`config.mk`:
```
export PLATFORM = sky130hd
export DESIGN_NAME = block_cipher_pad_unpad
export DESIGN_NICKNAME = d
export VERILOG_FILES = /design/src/sv/blkpad_pkg.sv /design/src/sv/blkpad_ram.sv /design/src/sv/blkpad_noise.sv /design/src/sv/blkpad_check.sv /design/src/sv/block_cipher_pad_unpad.sv
export SDC_FILE = /design/constraint.sdc
export NUM_CORES = 1
export LEC_CHECK = 0
export ABC_AREA = 0
export BUFFER_PORTS_ARGS = -buffer_cell sky130_fd_sc_hd__buf_2
export CORE_MARGIN = 2
export CORE_UTILIZATION = 35
export CTS_CLUSTER_DIAMETER = 150
export DETAILED_ROUTE_END_ITERATION = 12
export GPL_ROUTABILITY_DRIVEN = 0
export MAX_ROUTING_LAYER = met4
export PLACE_DENSITY = 0.47
export SLEW_MARGIN = 10
export SYNTH_ARGS = -nofsm -noshare
export SYNTH_HDL_FRONTEND = slang
export SYNTH_SLANG_ARGS = --single-unit
```
`constraint.sdc`:
```
create_clock -name clock -period 9.7 [get_ports clock]
set_input_delay 1.94 -clock clock [delete_from_list [all_inputs] [get_ports clock]]
set_output_delay 1.94 -clock clock [all_outputs]
set_load 0.02 [all_outputs]
```
`src/sv/blkpad_pkg.sv`:
```
// Shared types and constants for the block cipher pad/unpad block.
package blkpad_pkg;

   // Transaction payloads
   typedef struct packed {
      logic [7:0] data_byte;
      logic       byte_present;
      logic       message_end;
   } req_type;

   typedef struct packed {
      logic [7:0] out_byte;
      logic       out_present;
      logic       out_end;
   } rsp_type;

   // Sequencer <-> pad checker
   typedef struct packed {
      logic       start;
      logic [2:0] scheme;
      logic       seen;
      logic       prev_zero;
      logic       prev_space;
   } chk_cmd_type;

   typedef struct packed {
      logic busy;
      logic done;
   } chk_stat_type;

   // Padding schemes
   localparam logic [2:0] SCHEME_NONE     = 3'd0;
   localparam logic [2:0] SCHEME_X923     = 3'd1;
   localparam logic [2:0] SCHEME_PKCS7    = 3'd2;
   localparam logic [2:0] SCHEME_ISO10126 = 3'd3;
   localparam logic [2:0] SCHEME_ISO7816  = 3'd4;
   localparam logic [2:0] SCHEME_ZERO     = 3'd5;
   localparam logic [2:0] SCHEME_SPACE    = 3'd6;

   // CSR map
   localparam int         CSR_IDX_W     = 3;
   localparam int         CSR_DATA_W    = 16;
   localparam logic [2:0] CSR_DIRECTION = 3'd0;
   localparam logic [2:0] CSR_SCHEME    = 3'd1;
   localparam logic [2:0] CSR_BLOCK     = 3'd2;
   localparam logic [2:0] CSR_MODE      = 3'd3;
   localparam logic [2:0] CSR_SEED      = 3'd4;

   localparam int         BLOCK_W     = 6;
   localparam logic [5:0] BLOCK_RESET = 6'd32;

   // Pad bytes
   localparam logic [7:0] PAD_ZERO     = 8'h00;
   localparam logic [7:0] PAD_SPACE    = 8'h20;
   localparam logic [7:0] PAD_ISO_MARK = 8'h80;

   // Noise generator
   localparam int          LFSR_W     = 16;
   localparam logic [15:0] LFSR_MASK  = 16'hB400;
   localparam logic [15:0] SEED_RESET = 16'd44257;

endpackage

```
`src/sv/blkpad_ram.sv`:
```
// Generic single-port-write, single-port-read RAM with registered read data.
module blkpad_ram #(
   parameter int WIDTH = 8,
   parameter int DEPTH = 32,
   localparam int AW = $clog2(DEPTH)
) (
   input  logic             clock,
   input  logic             wr_en,
   input  logic [AW-1:0]    wr_addr,
   input  logic [WIDTH-1:0] wr_data,
   input  logic [AW-1:0]    rd_addr,
   output logic [WIDTH-1:0] rd_data
);

   logic [WIDTH-1:0] mem_ff [DEPTH];
   logic [WIDTH-1:0] rd_data_ff;

   always_ff @(posedge clock) begin
      if (wr_en) begin
         mem_ff[wr_addr] <= wr_data;
      end
      rd_data_ff <= mem_ff[rd_addr];
   end

   assign rd_data = rd_data_ff;

endmodule

```
`src/sv/blkpad_noise.sv`:
```
// Galois LFSR that yields one random pad byte per advance.
module blkpad_noise (
   input  logic                            clock,
   input  logic                            reset,
   input  logic                            load,
   input  logic [blkpad_pkg::LFSR_W-1:0]   seed,
   input  logic                            advance,
   output logic [7:0]                      noise_byte
);

   logic [blkpad_pkg::LFSR_W-1:0] lfsr_ff;
   logic [blkpad_pkg::LFSR_W-1:0] lfsr_in;
   logic [blkpad_pkg::LFSR_W-1:0] step8;

   // eight right shifts, mask applied when a one falls out
   always_comb begin
      step8 = lfsr_ff;
      for (int k = 0; k < 8; k++) begin
         if (step8[0]) begin
            step8 = (step8 >> 1) ^ blkpad_pkg::LFSR_MASK;
         end else begin
            step8 = step8 >> 1;
         end
      end
   end

   always_comb begin
      lfsr_in = lfsr_ff;
      if (load) begin
         lfsr_in = seed;
      end else if (advance) begin
         lfsr_in = step8;
      end
   end

   always_ff @(posedge clock) begin
      if (reset) begin
         lfsr_ff <= blkpad_pkg::SEED_RESET;
      end else begin
         lfsr_ff <= lfsr_in;
      end
   end

   assign noise_byte = step8[7:0];

endmodule

```
`src/sv/blkpad_check.sv`:
```
// Pad checker: scans the last block backward, addressing each stored byte, then checking its data.
module blkpad_check #(
   parameter int MAX_BLOCK_BYTES = 32,
   localparam int CNT_W = $clog2(MAX_BLOCK_BYTES + 1),
   localparam int IDX_W = $clog2(MAX_BLOCK_BYTES)
) (
   input  logic                      clock,
   input  logic                      reset,
   input  blkpad_pkg::chk_cmd_type   cmd,
   input  logic [CNT_W-1:0]          block_size,
   output logic [IDX_W-1:0]          rd_addr,
   input  logic [7:0]                rd_data,
   output blkpad_pkg::chk_stat_type  stat,
   output logic [CNT_W-1:0]          pad_len
);

   logic             busy_ff, busy_in;
   logic             done_ff, done_in;
   logic             phase_ff, phase_in;
   logic [CNT_W-1:0] j_ff, j_in;
   logic [7:0]       last_ff, last_in;
   logic [CNT_W-1:0] len_ff, len_in;

   logic [CNT_W-1:0] j_p1;
   logic [CNT_W-1:0] pos;
   logic             stop;
   logic [CNT_W-1:0] len_v;
   logic [7:0]       run_byte;
   logic             prev_same;

   assign j_p1    = j_ff + CNT_W'(1);
   assign pos     = block_size - j_ff - CNT_W'(1);
   assign rd_addr = pos[IDX_W-1:0];

   assign run_byte  = (cmd.scheme == blkpad_pkg::SCHEME_ZERO) ?
                      blkpad_pkg::PAD_ZERO : blkpad_pkg::PAD_SPACE;
   assign prev_same = (cmd.scheme == blkpad_pkg::SCHEME_ZERO) ?
                      cmd.prev_zero : cmd.prev_space;

   // rd_data is the byte at distance j_ff from the block end
   always_comb begin
      stop  = 1'b0;
      len_v = '0;
      case (cmd.scheme)
         blkpad_pkg::SCHEME_X923,
         blkpad_pkg::SCHEME_PKCS7,
         blkpad_pkg::SCHEME_ISO10126: begin
            if (j_ff == '0) begin
               if (rd_data == 8'd0 || 9'(rd_data) > 9'(block_size)) begin
                  stop = 1'b1;
               end else if (cmd.scheme == blkpad_pkg::SCHEME_ISO10126 ||
                            rd_data == 8'd1) begin
                  stop  = 1'b1;
                  len_v = CNT_W'(rd_data);
               end
            end else begin
               if ((cmd.scheme == blkpad_pkg::SCHEME_X923) ?
                   (rd_data != blkpad_pkg::PAD_ZERO) : (rd_data != last_ff)) begin
                  stop = 1'b1;
               end else if (9'(j_p1) == 9'(last_ff)) begin
                  stop  = 1'b1;
                  len_v = CNT_W'(last_ff);
               end
            end
         end
         blkpad_pkg::SCHEME_ISO7816: begin
            if (rd_data == blkpad_pkg::PAD_ZERO) begin
               // an all-zero block carries no marker
               stop = (j_p1 == block_size);
            end else begin
               stop = 1'b1;
               if (rd_data == blkpad_pkg::PAD_ISO_MARK) begin
                  len_v = j_p1;
               end
            end
         end
         blkpad_pkg::SCHEME_ZERO,
         blkpad_pkg::SCHEME_SPACE: begin
            if (rd_data == run_byte) begin
               if (j_p1 == block_size) begin
                  stop = 1'b1;
                  // whole block of pad after a block ending the same way: keep it
                  if (!(cmd.seen && prev_same)) begin
                     len_v = block_size;
                  end
               end
            end else begin
               stop  = 1'b1;
               len_v = j_ff;
            end
         end
         default: begin
            stop = 1'b1;
         end
      endcase
   end

   always_comb begin
      busy_in  = busy_ff;
      done_in  = 1'b0;
      phase_in = phase_ff;
      j_in     = j_ff;
      last_in  = last_ff;
      len_in   = len_ff;
      if (cmd.start) begin
         busy_in  = 1'b1;
         j_in     = '0;
         phase_in = 1'b0;
      end else if (busy_ff) begin
         if (!phase_ff) begin
            phase_in = 1'b1;
         end else if (stop) begin
            busy_in = 1'b0;
            done_in = 1'b1;
            len_in  = len_v;
         end else begin
            if (j_ff == '0) begin
               last_in = rd_data;
            end
            j_in     = j_p1;
            phase_in = 1'b0;
         end
      end
   end

   always_ff @(posedge clock) begin
      j_ff    <= j_in;
      last_ff <= last_in;
      len_ff  <= len_in;
      if (reset) begin
         busy_ff  <= 1'b0;
         done_ff  <= 1'b0;
         phase_ff <= 1'b0;
      end else begin
         busy_ff  <= busy_in;
         done_ff  <= done_in;
         phase_ff <= phase_in;
      end
   end

   assign stat.busy = busy_ff;
   assign stat.done = done_ff;
   assign pad_len   = len_ff;

endmodule

```
`src/sv/block_cipher_pad_unpad.sv`:
```
// Top level: block cipher message padding and unpadding sequencer.
//
// Usage
//   req_*  : message bytes in; byte_present=0 with message_end=1 is a bare end.
//   rsp_*  : result transactions; out_end marks the last one of a message.
//   csr_*  : register writes (direction, scheme, block_bytes, mode_pads,
//            random_seed); write only while no transaction is in flight.
// Timing
//   One request at a time: req_ready is high only between transactions.
//   Pass-through byte: each request is accepted, stepped, then flushed.
//   Pad end: the pad bytes follow one by one, each waiting for a free output.
//   Unpad: each held byte leaves through the single RAM read port, first
//   addressed, then taken from the registered read data. A full block leaves
//   when the next byte arrives; at the end the pad check runs before kept bytes.
//   The last emitted byte is held back one slot so out_end can be attached.
// Reset
//   Synchronous. Registers return to defaults (pad direction, scheme none,
//   32-byte block, padding mode on), message state clears, LFSR = 0xACE1.
// Backpressure
//   Output register plus the held-back byte; the sequencer freezes when both
//   are full, and no new request is taken until the current one drains.
module block_cipher_pad_unpad #(
   parameter int MAX_BLOCK_BYTES = 32
) (
   input  logic                                clock,
   input  logic                                reset,
   input  logic                                req_valid,
   output logic                                req_ready,
   input  blkpad_pkg::req_type                 req_data,
   output logic                                rsp_valid,
   input  logic                                rsp_ready,
   output blkpad_pkg::rsp_type                 rsp_data,
   input  logic                                csr_write_en,
   input  logic [blkpad_pkg::CSR_IDX_W-1:0]    csr_index,
   input  logic [blkpad_pkg::CSR_DATA_W-1:0]   csr_wdata
);

   localparam int CNT_W = $clog2(MAX_BLOCK_BYTES + 1);
   localparam int IDX_W = $clog2(MAX_BLOCK_BYTES);
   localparam int EXT_W = (CNT_W > blkpad_pkg::BLOCK_W) ? CNT_W : blkpad_pkg::BLOCK_W;

   typedef enum logic [3:0] {
      S_IDLE,   // waiting for a request
      S_STEP,   // dispatch on direction
      S_PAD,    // generate pad bytes
      S_REL,    // release a full held block
      S_WR,     // store the new byte
      S_END,    // unpad end: decide on a pad check
      S_CHK,    // pad checker running
      S_OUT,    // flush kept bytes
      S_FIN     // push the held-back byte / end marker
   } state_type;

   // Configuration
   logic                            direction_ff, direction_in;
   logic [2:0]                      scheme_ff, scheme_in;
   logic [blkpad_pkg::BLOCK_W-1:0]  block_bytes_ff, block_bytes_in;
   logic                            mode_pads_ff, mode_pads_in;

   // Sequencer and message state
   state_type            state_ff, state_in;
   blkpad_pkg::req_type  req_ff, req_in;
   logic [CNT_W-1:0]     fill_ff, fill_in;
   logic                 seen_ff, seen_in;
   logic                 lz_ff, lz_in;
   logic                 ls_ff, ls_in;
   logic [CNT_W-1:0]     idx_ff, idx_in;
   logic [CNT_W-1:0]     cnt_ff, cnt_in;
   logic                 rd_ok_ff, rd_ok_in;

   // Held-back byte and output register
   logic                 pend_vld_ff, pend_vld_in;
   logic [7:0]           pend_byte_ff, pend_byte_in;
   logic                 rsp_vld_ff, rsp_vld_in;
   blkpad_pkg::rsp_type  rsp_ff, rsp_in;

   // Datapath
   logic [EXT_W-1:0]     blk_ext;
   logic [CNT_W-1:0]     eff_b;
   logic                 active;
   logic [CNT_W-1:0]     fill_p1;
   logic [CNT_W-1:0]     fill_next;
   logic                 out_free;
   logic                 can_emit;
   logic                 emit;
   logic [7:0]           emit_byte;
   logic                 pad_last;
   logic [7:0]           pad_val;
   logic                 noise_adv;
   logic [7:0]           noise_byte;
   logic                 ram_we;
   logic [IDX_W-1:0]     ram_raddr;
   logic [7:0]           ram_rdata;
   logic                 chk_start;
   logic [IDX_W-1:0]     chk_raddr;
   logic [CNT_W-1:0]     chk_len;
   blkpad_pkg::chk_cmd_type  chk_cmd;
   blkpad_pkg::chk_stat_type chk_stat;

   // Effective block size: 0 acts as 1, oversize clamps to the RAM depth
   assign blk_ext = EXT_W'(block_bytes_ff);
   assign eff_b   = (blk_ext == '0) ? CNT_W'(1) :
                    (blk_ext > EXT_W'(MAX_BLOCK_BYTES)) ? CNT_W'(MAX_BLOCK_BYTES) :
                    CNT_W'(blk_ext);

   assign active = mode_pads_ff && (scheme_ff != blkpad_pkg::SCHEME_NONE) &&
                   (scheme_ff <= blkpad_pkg::SCHEME_SPACE);

   // pad direction: fill is message length mod B
   assign fill_p1   = fill_ff + CNT_W'(1);
   assign fill_next = (fill_p1 == eff_b) ? '0 : fill_p1;

   assign out_free = !rsp_vld_ff || rsp_ready;
   assign can_emit = !pend_vld_ff || out_free;

   // Pad byte generator; cnt_ff holds the pad length
   assign pad_last = ((idx_ff + CNT_W'(1)) == cnt_ff);

   always_comb begin
      case (scheme_ff)
         blkpad_pkg::SCHEME_X923:     pad_val = pad_last ? 8'(cnt_ff) : blkpad_pkg::PAD_ZERO;
         blkpad_pkg::SCHEME_PKCS7:    pad_val = 8'(cnt_ff);
         blkpad_pkg::SCHEME_ISO10126: pad_val = pad_last ? 8'(cnt_ff) : noise_byte;
         blkpad_pkg::SCHEME_ISO7816:  pad_val = (idx_ff == '0) ? blkpad_pkg::PAD_ISO_MARK :
                                                                 blkpad_pkg::PAD_ZERO;
         blkpad_pkg::SCHEME_ZERO:     pad_val = blkpad_pkg::PAD_ZERO;
         default:                     pad_val = blkpad_pkg::PAD_SPACE;
      endcase
   end

   // Sequencer
   always_comb begin
      direction_in   = direction_ff;
      scheme_in      = scheme_ff;
      block_bytes_in = block_bytes_ff;
      mode_pads_in   = mode_pads_ff;
      state_in       = state_ff;
      req_in         = req_ff;
      fill_in        = fill_ff;
      seen_in        = seen_ff;
      lz_in          = lz_ff;
      ls_in          = ls_ff;
      idx_in         = idx_ff;
      cnt_in         = cnt_ff;
      rd_ok_in       = 1'b1;
      pend_vld_in    = pend_vld_ff;
      pend_byte_in   = pend_byte_ff;
      rsp_vld_in     = rsp_vld_ff && !rsp_ready;
      rsp_in         = rsp_ff;
      emit           = 1'b0;
      emit_byte      = pend_byte_ff;
      noise_adv      = 1'b0;
      ram_we         = 1'b0;
      chk_start      = 1'b0;

      case (state_ff)
         S_IDLE: begin
            if (req_valid) begin
               req_in   = req_data;
               state_in = S_STEP;
            end
         end
         S_STEP: begin
            if (!direction_ff) begin
               if (req_ff.byte_present) begin
                  if (can_emit) begin
                     emit      = 1'b1;
                     emit_byte = req_ff.data_byte;
                     fill_in   = fill_next;
                     if (req_ff.message_end && active) begin
                        cnt_in   = eff_b - fill_next;
                        idx_in   = '0;
                        state_in = S_PAD;
                     end else begin
                        state_in = S_FIN;
                     end
                  end
               end else if (req_ff.message_end && active) begin
                  cnt_in   = eff_b - fill_ff;
                  idx_in   = '0;
                  state_in = S_PAD;
               end else begin
                  state_in = S_FIN;
               end
            end else begin
               if (req_ff.byte_present && fill_ff >= eff_b) begin
                  idx_in   = '0;
                  rd_ok_in = 1'b0;
                  state_in = S_REL;
               end else if (req_ff.byte_present) begin
                  state_in = S_WR;
               end else if (req_ff.message_end) begin
                  state_in = S_END;
               end else begin
                  state_in = S_FIN;
               end
            end
         end
         S_PAD: begin
            if (can_emit) begin
               emit      = 1'b1;
               emit_byte = pad_val;
               noise_adv = (scheme_ff == blkpad_pkg::SCHEME_ISO10126) && !pad_last;
               idx_in    = idx_ff + CNT_W'(1);
               if (pad_last) begin
                  state_in = S_FIN;
               end
            end
         end
         S_REL: begin
            if (rd_ok_ff && can_emit) begin
               emit      = 1'b1;
               emit_byte = ram_rdata;
               rd_ok_in  = 1'b0;
               if (idx_ff == eff_b - CNT_W'(1)) begin
                  // remember how the released block ended
                  seen_in  = 1'b1;
                  lz_in    = (ram_rdata == blkpad_pkg::PAD_ZERO);
                  ls_in    = (ram_rdata == blkpad_pkg::PAD_SPACE);
                  fill_in  = '0;
                  state_in = S_WR;
               end else begin
                  idx_in = idx_ff + CNT_W'(1);
               end
            end
         end
         S_WR: begin
            ram_we   = 1'b1;
            fill_in  = fill_p1;
            state_in = req_ff.message_end ? S_END : S_FIN;
         end
         S_END: begin
            if (active && fill_ff == eff_b) begin
               chk_start = 1'b1;
               state_in  = S_CHK;
            end else if (fill_ff == '0) begin
               state_in = S_FIN;
            end else begin
               cnt_in   = fill_ff;
               idx_in   = '0;
               rd_ok_in = 1'b0;
               state_in = S_OUT;
            end
         end
         S_CHK: begin
            if (chk_stat.done) begin
               cnt_in   = eff_b - chk_len;
               idx_in   = '0;
               rd_ok_in = 1'b0;
               state_in = (chk_len == eff_b) ? S_FIN : S_OUT;
            end
         end
         S_OUT: begin
            if (rd_ok_ff && can_emit) begin
               emit      = 1'b1;
               emit_byte = ram_rdata;
               rd_ok_in  = 1'b0;
               idx_in    = idx_ff + CNT_W'(1);
               if ((idx_ff + CNT_W'(1)) == cnt_ff) begin
                  state_in = S_FIN;
               end
            end
         end
         S_FIN: begin
            if (pend_vld_ff) begin
               if (out_free) begin
                  rsp_in.out_byte    = pend_byte_ff;
                  rsp_in.out_present = 1'b1;
                  rsp_in.out_end     = req_ff.message_end;
                  rsp_vld_in         = 1'b1;
                  pend_vld_in        = 1'b0;
                  state_in           = S_IDLE;
                  if (req_ff.message_end) begin
                     fill_in = '0;
                     seen_in = 1'b0;
                     lz_in   = 1'b0;
                     ls_in   = 1'b0;
                  end
               end
            end else if (req_ff.message_end) begin
               // end with nothing emitted: bare marker
               if (out_free) begin
                  rsp_in.out_byte    = 8'h00;
                  rsp_in.out_present = 1'b0;
                  rsp_in.out_end     = 1'b1;
                  rsp_vld_in         = 1'b1;
                  fill_in            = '0;
                  seen_in            = 1'b0;
                  lz_in              = 1'b0;
                  ls_in              = 1'b0;
                  state_in           = S_IDLE;
               end
            end else begin
               state_in = S_IDLE;
            end
         end
         default: begin
            state_in = S_IDLE;
         end
      endcase

      // new byte goes to the held-back slot, the previous one moves out
      if (emit) begin
         if (pend_vld_ff) begin
            rsp_in.out_byte    = pend_byte_ff;
            rsp_in.out_present = 1'b1;
            rsp_in.out_end     = 1'b0;
            rsp_vld_in         = 1'b1;
         end
         pend_vld_in  = 1'b1;
         pend_byte_in = emit_byte;
      end

      // CSR writes; direction and block size restart the message
      if (csr_write_en) begin
         case (csr_index)
            blkpad_pkg::CSR_DIRECTION: begin
               direction_in = csr_wdata[0];
               fill_in      = '0;
               seen_in      = 1'b0;
               lz_in        = 1'b0;
               ls_in        = 1'b0;
            end
            blkpad_pkg::CSR_SCHEME: begin
               scheme_in = csr_wdata[2:0];
            end
            blkpad_pkg::CSR_BLOCK: begin
               block_bytes_in = csr_wdata[blkpad_pkg::BLOCK_W-1:0];
               fill_in        = '0;
               seen_in        = 1'b0;
               lz_in          = 1'b0;
               ls_in          = 1'b0;
            end
            blkpad_pkg::CSR_MODE: begin
               mode_pads_in = csr_wdata[0];
            end
            default: begin
               // seed is loaded inside the noise generator
            end
         endcase
      end
   end

   always_ff @(posedge clock) begin
      req_ff       <= req_in;
      idx_ff       <= idx_in;
      cnt_ff       <= cnt_in;
      pend_byte_ff <= pend_byte_in;
      rsp_ff       <= rsp_in;
      if (reset) begin
         direction_ff   <= 1'b0;
         scheme_ff      <= blkpad_pkg::SCHEME_NONE;
         block_bytes_ff <= blkpad_pkg::BLOCK_RESET;
         mode_pads_ff   <= 1'b1;
         state_ff       <= S_IDLE;
         fill_ff        <= '0;
         seen_ff        <= 1'b0;
         lz_ff          <= 1'b0;
         ls_ff          <= 1'b0;
         rd_ok_ff       <= 1'b0;
         pend_vld_ff    <= 1'b0;
         rsp_vld_ff     <= 1'b0;
      end else begin
         direction_ff   <= direction_in;
         scheme_ff      <= scheme_in;
         block_bytes_ff <= block_bytes_in;
         mode_pads_ff   <= mode_pads_in;
         state_ff       <= state_in;
         fill_ff        <= fill_in;
         seen_ff        <= seen_in;
         lz_ff          <= lz_in;
         ls_ff          <= ls_in;
         rd_ok_ff       <= rd_ok_in;
         pend_vld_ff    <= pend_vld_in;
         rsp_vld_ff     <= rsp_vld_in;
      end
   end

   assign req_ready = (state_ff == S_IDLE);
   assign rsp_valid = rsp_vld_ff;
   assign rsp_data  = rsp_ff;

   // Block store: checker owns the read port while it runs
   assign ram_raddr = (state_ff == S_CHK) ? chk_raddr : idx_ff[IDX_W-1:0];

   blkpad_ram #(
      .WIDTH (8),
      .DEPTH (MAX_BLOCK_BYTES)
   ) u_store (
      .clock   (clock),
      .wr_en   (ram_we),
      .wr_addr (fill_ff[IDX_W-1:0]),
      .wr_data (req_ff.data_byte),
      .rd_addr (ram_raddr),
      .rd_data (ram_rdata)
   );

   assign chk_cmd.start      = chk_start;
   assign chk_cmd.scheme     = scheme_ff;
   assign chk_cmd.seen       = seen_ff;
   assign chk_cmd.prev_zero  = lz_ff;
   assign chk_cmd.prev_space = ls_ff;

   blkpad_check #(
      .MAX_BLOCK_BYTES (MAX_BLOCK_BYTES)
   ) u_check (
      .clock      (clock),
      .reset      (reset),
      .cmd        (chk_cmd),
      .block_size (eff_b),
      .rd_addr    (chk_raddr),
      .rd_data    (ram_rdata),
      .stat       (chk_stat),
      .pad_len    (chk_len)
   );

   blkpad_noise u_noise (
      .clock      (clock),
      .reset      (reset),
      .load       (csr_write_en && (csr_index == blkpad_pkg::CSR_SEED)),
      .seed       (csr_wdata),
      .advance    (noise_adv),
      .noise_byte (noise_byte)
   );

`ifndef SYNTHESIS
   a_fill_bound: assert property (@(posedge clock) disable iff (reset)
      fill_ff <= eff_b)
      else $error("fill count beyond block size");

   a_chk_alive: assert property (@(posedge clock) disable iff (reset)
      (state_ff == S_CHK) |-> (chk_stat.busy || chk_stat.done))
      else $error("sequencer waits on an idle pad checker");

   a_done_in_chk: assert property (@(posedge clock) disable iff (reset)
      chk_stat.done |-> (state_ff == S_CHK))
      else $error("pad check result outside check state");

   a_accept_clean: assert property (@(posedge clock) disable iff (reset)
      (req_valid && req_ready) |-> (!pend_vld_ff && !chk_stat.busy))
      else $error("transaction accepted with work still pending");

   a_count_bound: assert property (@(posedge clock) disable iff (reset)
      (state_ff == S_PAD || state_ff == S_OUT) |-> (idx_ff < cnt_ff))
      else $error("emit index past its count");
`endif

endmodule

```
==> After elaboration in Yosys (flattened, before gate mapping) <==
Memories as Yosys holds them, arrays and structs flattened. A register that Yosys moved wholly into a read port is not among the register bits.
Index checks and enable logic that the tools add are counted.
{ "op_classes": {"addsub": 9, "magnitude_cmp": 4, "eq_ne": 48, "muxes": 175, "bitwise": 12, "n_reduce_logical": 50} }
{ "ops": {"columns": ["operator", "n"], "rows": [
  ["6-bit two-way mux", 47],
  ["16-bit two-way mux", 10],
  ["4-bit two-way mux", 20],
  ["1-bit two-way mux", 70],
  ["10-bit two-way mux", 7],
  ["8-bit two-way mux", 7],
  ["8-bit case mux with 5 select lines", 1],
  ["6-bit == test", 6],
  ["4-bit case mux with 9 select lines", 1],
  ["6-bit case mux with 3 select lines", 2],
  ["6-bit case mux with 6 select lines", 1],
  ["3-bit inverter with 4-bit output", 8],
  ["6-bit logical NOT", 4],
  ["6-bit case mux with 4 select lines", 1],
  ["8-bit case mux with 3 select lines", 1],
  ["2-bit inequality test (second input constant)", 11],
  ["6-bit by 1-bit adder with 6-bit output (second input constant)", 3],
  ["6-bit subtractor", 3],
  ["4-bit by 3-bit == test with 1-bit output (second input constant)", 4],
  ["7-bit AND reduction", 2],
  ["3-bit by 2-bit == test with 1-bit output (second input constant)", 4],
  ["3-bit == test (second input constant)", 4],
  ["3-bit inequality test (second input constant)", 4],
  ["1-bit logical AND", 10],
  ["42 further kinds", 67]
]} }
{ "word_totals": {"ff_bits": 106, "ramBits": 256, "input_bits": 34, "output_inout_bits": 12, "elab_cells": 327, "n_memories": 1} }
{ "memory_table": {"columns": ["name", "words", "width", "read_ports", "rd_ports_with_merged_regs", "write_ports", "line", "source"], "rows": [
  ["u_store.mem_ff", 32, 8, 1, 1, 1, "blkpad_ram.sv:15", "logic [WIDTH-1:0] mem_ff [DEPTH];"]
]} }

==> Depth between registers and ports, before layout <==
{ "depth": {"depth_word": 20, "ltp_mapped": 17} }

==> By module <==
Synthesis repeated with hierarchy kept, for this count alone.
{ "unflattened": {"hier_cells": 1325, "area_unflattened_um2": 17933.4} }
{ "modules_own_cells": {"columns": ["mod", "instances", "cells_per_inst", "area_each_um2", "seq_area_each_um2"], "rows": [
  ["blkpad_ram", 1, 417, 10053.4, 7847.5],
  ["block_cipher_pad_unpad", 1, 573, 4839.6, 1641.6],
  ["blkpad_check", 1, 231, 2069.5, 600.6],
  ["blkpad_noise", 1, 104, 970.9, 320.3]
]} }

==> Worst setup path before layout <==
OpenSTA, ideal clock, no wires.
{ "synth_timing": {"path_kind": "input port to flip-flop", "start": "input rsp_ready", "end": "register rsp_ff, in the netlist rsp_data[8]", "setup_ns": 0.074, "arrival_ns": 3.558, "path_slack_ns": 6.067, "path_stages": 8, "path_buffers": 1, "path_cell_list": "nor2b_1 > and2_1 > o21a_1 > inv_1 > o21ai_1 > clkbuf_1 > nand3_1 > o21ai_0"} }
{ "synth_lines": {"columns": ["item", "line", "source"], "rows": [
  ["start, declared", "block_cipher_pad_unpad.sv:31", "input logic rsp_ready,"],
  ["end signal, assigned", "block_cipher_pad_unpad.sv:349", "rsp_ff <= rsp_in;"],
  ["end, declared", "block_cipher_pad_unpad.sv:75", "blkpad_pkg::rsp_type rsp_ff, rsp_in;"]
]} }

==> Worst setup path in the final report <==
{ "layout_timing": {"start": "register block_bytes_ff, in the netlist blk_ext[3]", "end": "register u_store.rd_data_ff[4] (netlist: u_store.rd_data[4]), read port of u_store.mem_ff"} }
{ "layout_between": {"elab_chain_cells": 6} }
{ "layout_rtl": {"columns": ["item", "line", "source"], "rows": [
  ["start, declared", "block_cipher_pad_unpad.sv:57", "logic [blkpad_pkg::BLOCK_W-1:0] block_bytes_ff, block_bytes_in;"],
  ["start signal, assigned", "block_cipher_pad_unpad.sv:353", "block_bytes_ff <= blkpad_pkg::BLOCK_RESET;"],
  ["start signal, assigned", "block_cipher_pad_unpad.sv:366", "block_bytes_ff <= block_bytes_in;"],
  ["6-bit greater-than comparator", "block_cipher_pad_unpad.sv:103", "(blk_ext > EXT_W'(MAX_BLOCK_BYTES)) ? CNT_W'(MAX_BLOCK_BYTES) :"],
  ["6-bit two-way mux", "block_cipher_pad_unpad.sv:103", null],
  ["6-bit two-way mux *", "block_cipher_pad_unpad.sv:102", "assign eff_b = (blk_ext == '0) ? CNT_W'(1) :"],
  ["5-bit subtractor *", "blkpad_check.sv:32", "assign pos = block_size - j_ff - CNT_W'(1);"],
  ["5-bit by 1-bit subtractor with 5-bit output *", "blkpad_check.sv:32", null],
  ["5-bit two-way mux *", "block_cipher_pad_unpad.sv:384", "assign ram_raddr = (state_ff == S_CHK) ? chk_raddr : idx_ff[IDX_W-1:0];"],
  ["end, declared", "blkpad_ram.sv:16", "logic [WIDTH-1:0] rd_data_ff;"]
]} }
Mark *: on every way between the ends. The rest lies on a longest branch, timed or not.
A chain may end at the register's enable or synchronous reset.

==> impl_metrics.toml <==
[run_status]
status = "finished clean"

[place]
dp_hpwl_um = 33420
dpl_cell_area_mm2 = 0.01869
io_buffers = 45
dp_worst_setup_slack_ps = 5144

[worst_setup_path]
max_stage_delay_ps = 620
worstSetupPathType = "flop to flop"
cp-end-kind = "flop"
cp_max_fo = 33
cp.arrival_ps = 4870
cp_cell_sequence = "nor4_1 > nor2_1 > nor2_1 > ha_1 > a21oi_4 > buf_4 > buf_4 > mux4_2 > mux2i_1 > a22o_1 > nor2_1"
crit_top_cell = "nor2_1"
cp_slowest_cell = "a21oi_4"
critPathRequiredTime_ps = 10150
startpoint_type = "flop"

[pwr]
pwr-share-seq_pct = 42.7
leakagePower_nw = 6.819
p_int_mw = 3.411
pwr-share-clk_pct = 32.2
powerDensity_mw_per_mm2 = 248.3
switchingPower_mw = 1.572
p_sw_share_pct = 31.54
power_frac_comb_pct = 25.2
irDropWorstVdd_uv = 167.8

[yosys]
synth_area_leader_cell = "edfxtp_1"
ys_types = 93
synth_most_common_cell = "edfxtp_1"
synth.avg_cell_area_um2 = 13.48
synth_flop_cell = "edfxtp_1"
synth_top_cells_by_count = "edfxtp_1 (300), nor2_1 (106), nand2_1 (71)"
synth_top_area_share_pct = 50.55
synth-edff-count = 300
syn_nets = 1395
ys_ff_latch = 370
yosysSeqAreaShare_pct = 58.41
postSynthCellCount = 1322
synth_area_mm2 = 0.01782
synthArstFlopShare_pct = 0
synth_warnings = 0
synthTopCellsByArea = "edfxtp_1 (51%), mux4_2 (8.1%), dfxtp_1 (7.9%)"

[die]
die_x_um = 229.7
core-area_mm2 = 0.05017
die-area_mm2 = 0.05274
start_util_pct = 35.52
io_pins = 46
rows = 82
die_height_um = 229.7

[final_layout]
drive_above_1_share_pct = 15.56
syn_to_final_growth_pct = 12.60
utilization_pct = 40.00
final_cell_area_mm2 = 0.02007
fill_cells = 4701
diodes = 0
nets = 1435

[clock_network]
post_cts_buffers = 0
clkSinkCount = 370
insertion_delay_ps = 580
ctsHtreeMaxLevel = 2
clkSlewWorstSetupHoldPaths_ps = 60
cts_root_buf = "clkbuf_16"
cts_tree = "built"
post_cts_resized = 0
cts_buffer_depth = 3
cts_made_buffers = 43
ctsHoldBuffers = 0

[grt]
grt_pass1_wl_um = 72730
grt_pass1_vias = 11180
grt_remaining_overflow = 0
grtUsageTotal_pct = 18.94
grt_max_degree = 39
antenna_found_initial = 3

[job]
maxCapViolations = 0

[sta]
post-route-period-util_pct = 45.51
period_needed_ps = 4415
clock.fmax_ghz = 0.2265
totalNegativeSetupSlack_ps = 0
relSlewSlack_pct = 20.63
rsz0062_at_grt = "false"
report.final.slew_viol_count = 0
fin_ws_ps = 5285
holdWs_ps = 450.6
tightest_slew_ps = 1181
hold_viol_final = 0
final-setup-viol-count = 0
fin_worst_skew_ps = 23.10

[route]
drt_iter0_drc = 850
wire_per_inst_um = 23.24
routed_wl_um = 48030
post_drt_via_cell_ratio = 5.388
via_count = 11140
drcViolationCount = 0
first_pass_iters = 7
antenna_left = 0

[hold_path]
worst_hold_path_type = "flop to flop"
## worst max-delay path: cells and delay by family, from the launching register on
| kind | cells | cell delay (ps) |
|---|---|---|
| muxes | 2 | 880 |
| AOI/OAI and AO/OA | 2 | 810 |
| buffers and inverters | 2 | 1110 |
| DFF | 1 | 410 |
| and+or+nand+nor | 4 | 680 |
| adders and majority gates | 1 | 360 |
## flip-flops by register name, summed over array words and instances (netlist names), 6 cells and up
signal / cells
req_ff: 10
pend_byte_ff: 8
fill_ff: 6
u_check.last_ff: 8
u_store.mem_ff: 256
u_check.pad_len: 6
u_store.rd_data: 8
cnt_ff: 6
idx_ff: 6
u_noise.lfsr_ff: 16
blk_ext: 6
u_check.j_ff: 6
rsp_data: 10
## path summary, 6_finish.rpt
check	startpoint	to	slack, ps	cells past startpoint
max	blk_ext[3]$_SDFFE_PP0P_	u_store.rd_data[4]$_DFF_P_	5290	11
max reg2reg	blk_ext[3]$_SDFFE_PP0P_	u_store.rd_data[4]$_DFF_P_	5290	11
min	rsp_data[1]$_DFF_P_	rsp_data[1]$_DFF_P_	450	2
min reg2reg	rsp_data[1]$_DFF_P_	rsp_data[1]$_DFF_P_	450	2
## layout by cell type, fill, tap and decap left out, drive strengths merged, types with 35 or more instances in the layout
cell / Yosys / final
ha: 35 / 35
edfxtp: 300 / 300
a21oi: 46 / 46
o21ai: 60 / 60
clkbuf: 36 / 53
buf: 32 / 63
nor2: 106 / 106
mux2i: 58 / 58
dfxtp: 70 / 70
xnor2: 50 / 50
nand3: 40 / 40
inv: 56 / 58
nand2: 72 / 72
mux4: 64 / 64
## final cells by class
| cell class | count | area (um2) | share of cell area [%] |
|---|---|---|---|
| Inverter | 57 | 214.0 | 1.066 |
| Sequential cell | 370 | 10410 | 51.87 |
| Timing Repair Buffer | 63 | 360.3 | 1.796 |
| Tap cell | 672 | 840.8 | 4.190 |
| Clock buffer | 53 | 1124 | 5.599 |
| Multi-Input combinational cell | 827 | 6864 | 34.20 |
| Clock inverter | 25 | 255.2 | 1.272 |
## layer usage
metal | up-vias | GRT usage (%) | share of wire [%]
li1 | 5138 | - | -
met1 | 5593 | 25.66 | 46
met2 | 308 | 29.03 | 46
met3 | 98 | 3.199 | 5.2
met4 | 0 | 6.149 | 3.0
met5 | - | - | 0
## power groups by stage
stage               sequential [mW]  combinational (mW)  clock [mW]
detailed placement             2.16                1.27           0
global placement               2.16                1.27           0
finish                         2.13                1.26        1.60
floorplan                      2.09               0.902           0
global route                   2.14                1.37        1.72
CTS                            2.12                1.27        1.65
## per-stage QoR
stage	power [mW]	instances
2_1_floorplan	2.994	1322
3_3_place_gp	3.425	1989
3_5_place_dp	3.428	1989
4_1_cts	5.051	2067
5_1_grt	5.233	2067
6_report	4.983	2067
## cells by family after synthesis
logic type               count (synthesis)  synth area share [%]
adder cells (fa/ha/maj)                 39                 2.907
AND/OR/NAND/NOR                        350                 10.28
flip-flops                             370                 58.41
XOR/XNOR                                79                 4.346
buffers and inverters                  125                 3.215
AO/OA/AOI/OAI                          236                 9.436
multiplexers                           123                 11.41
No activity file was read; power rests on OpenSTA's default activity.
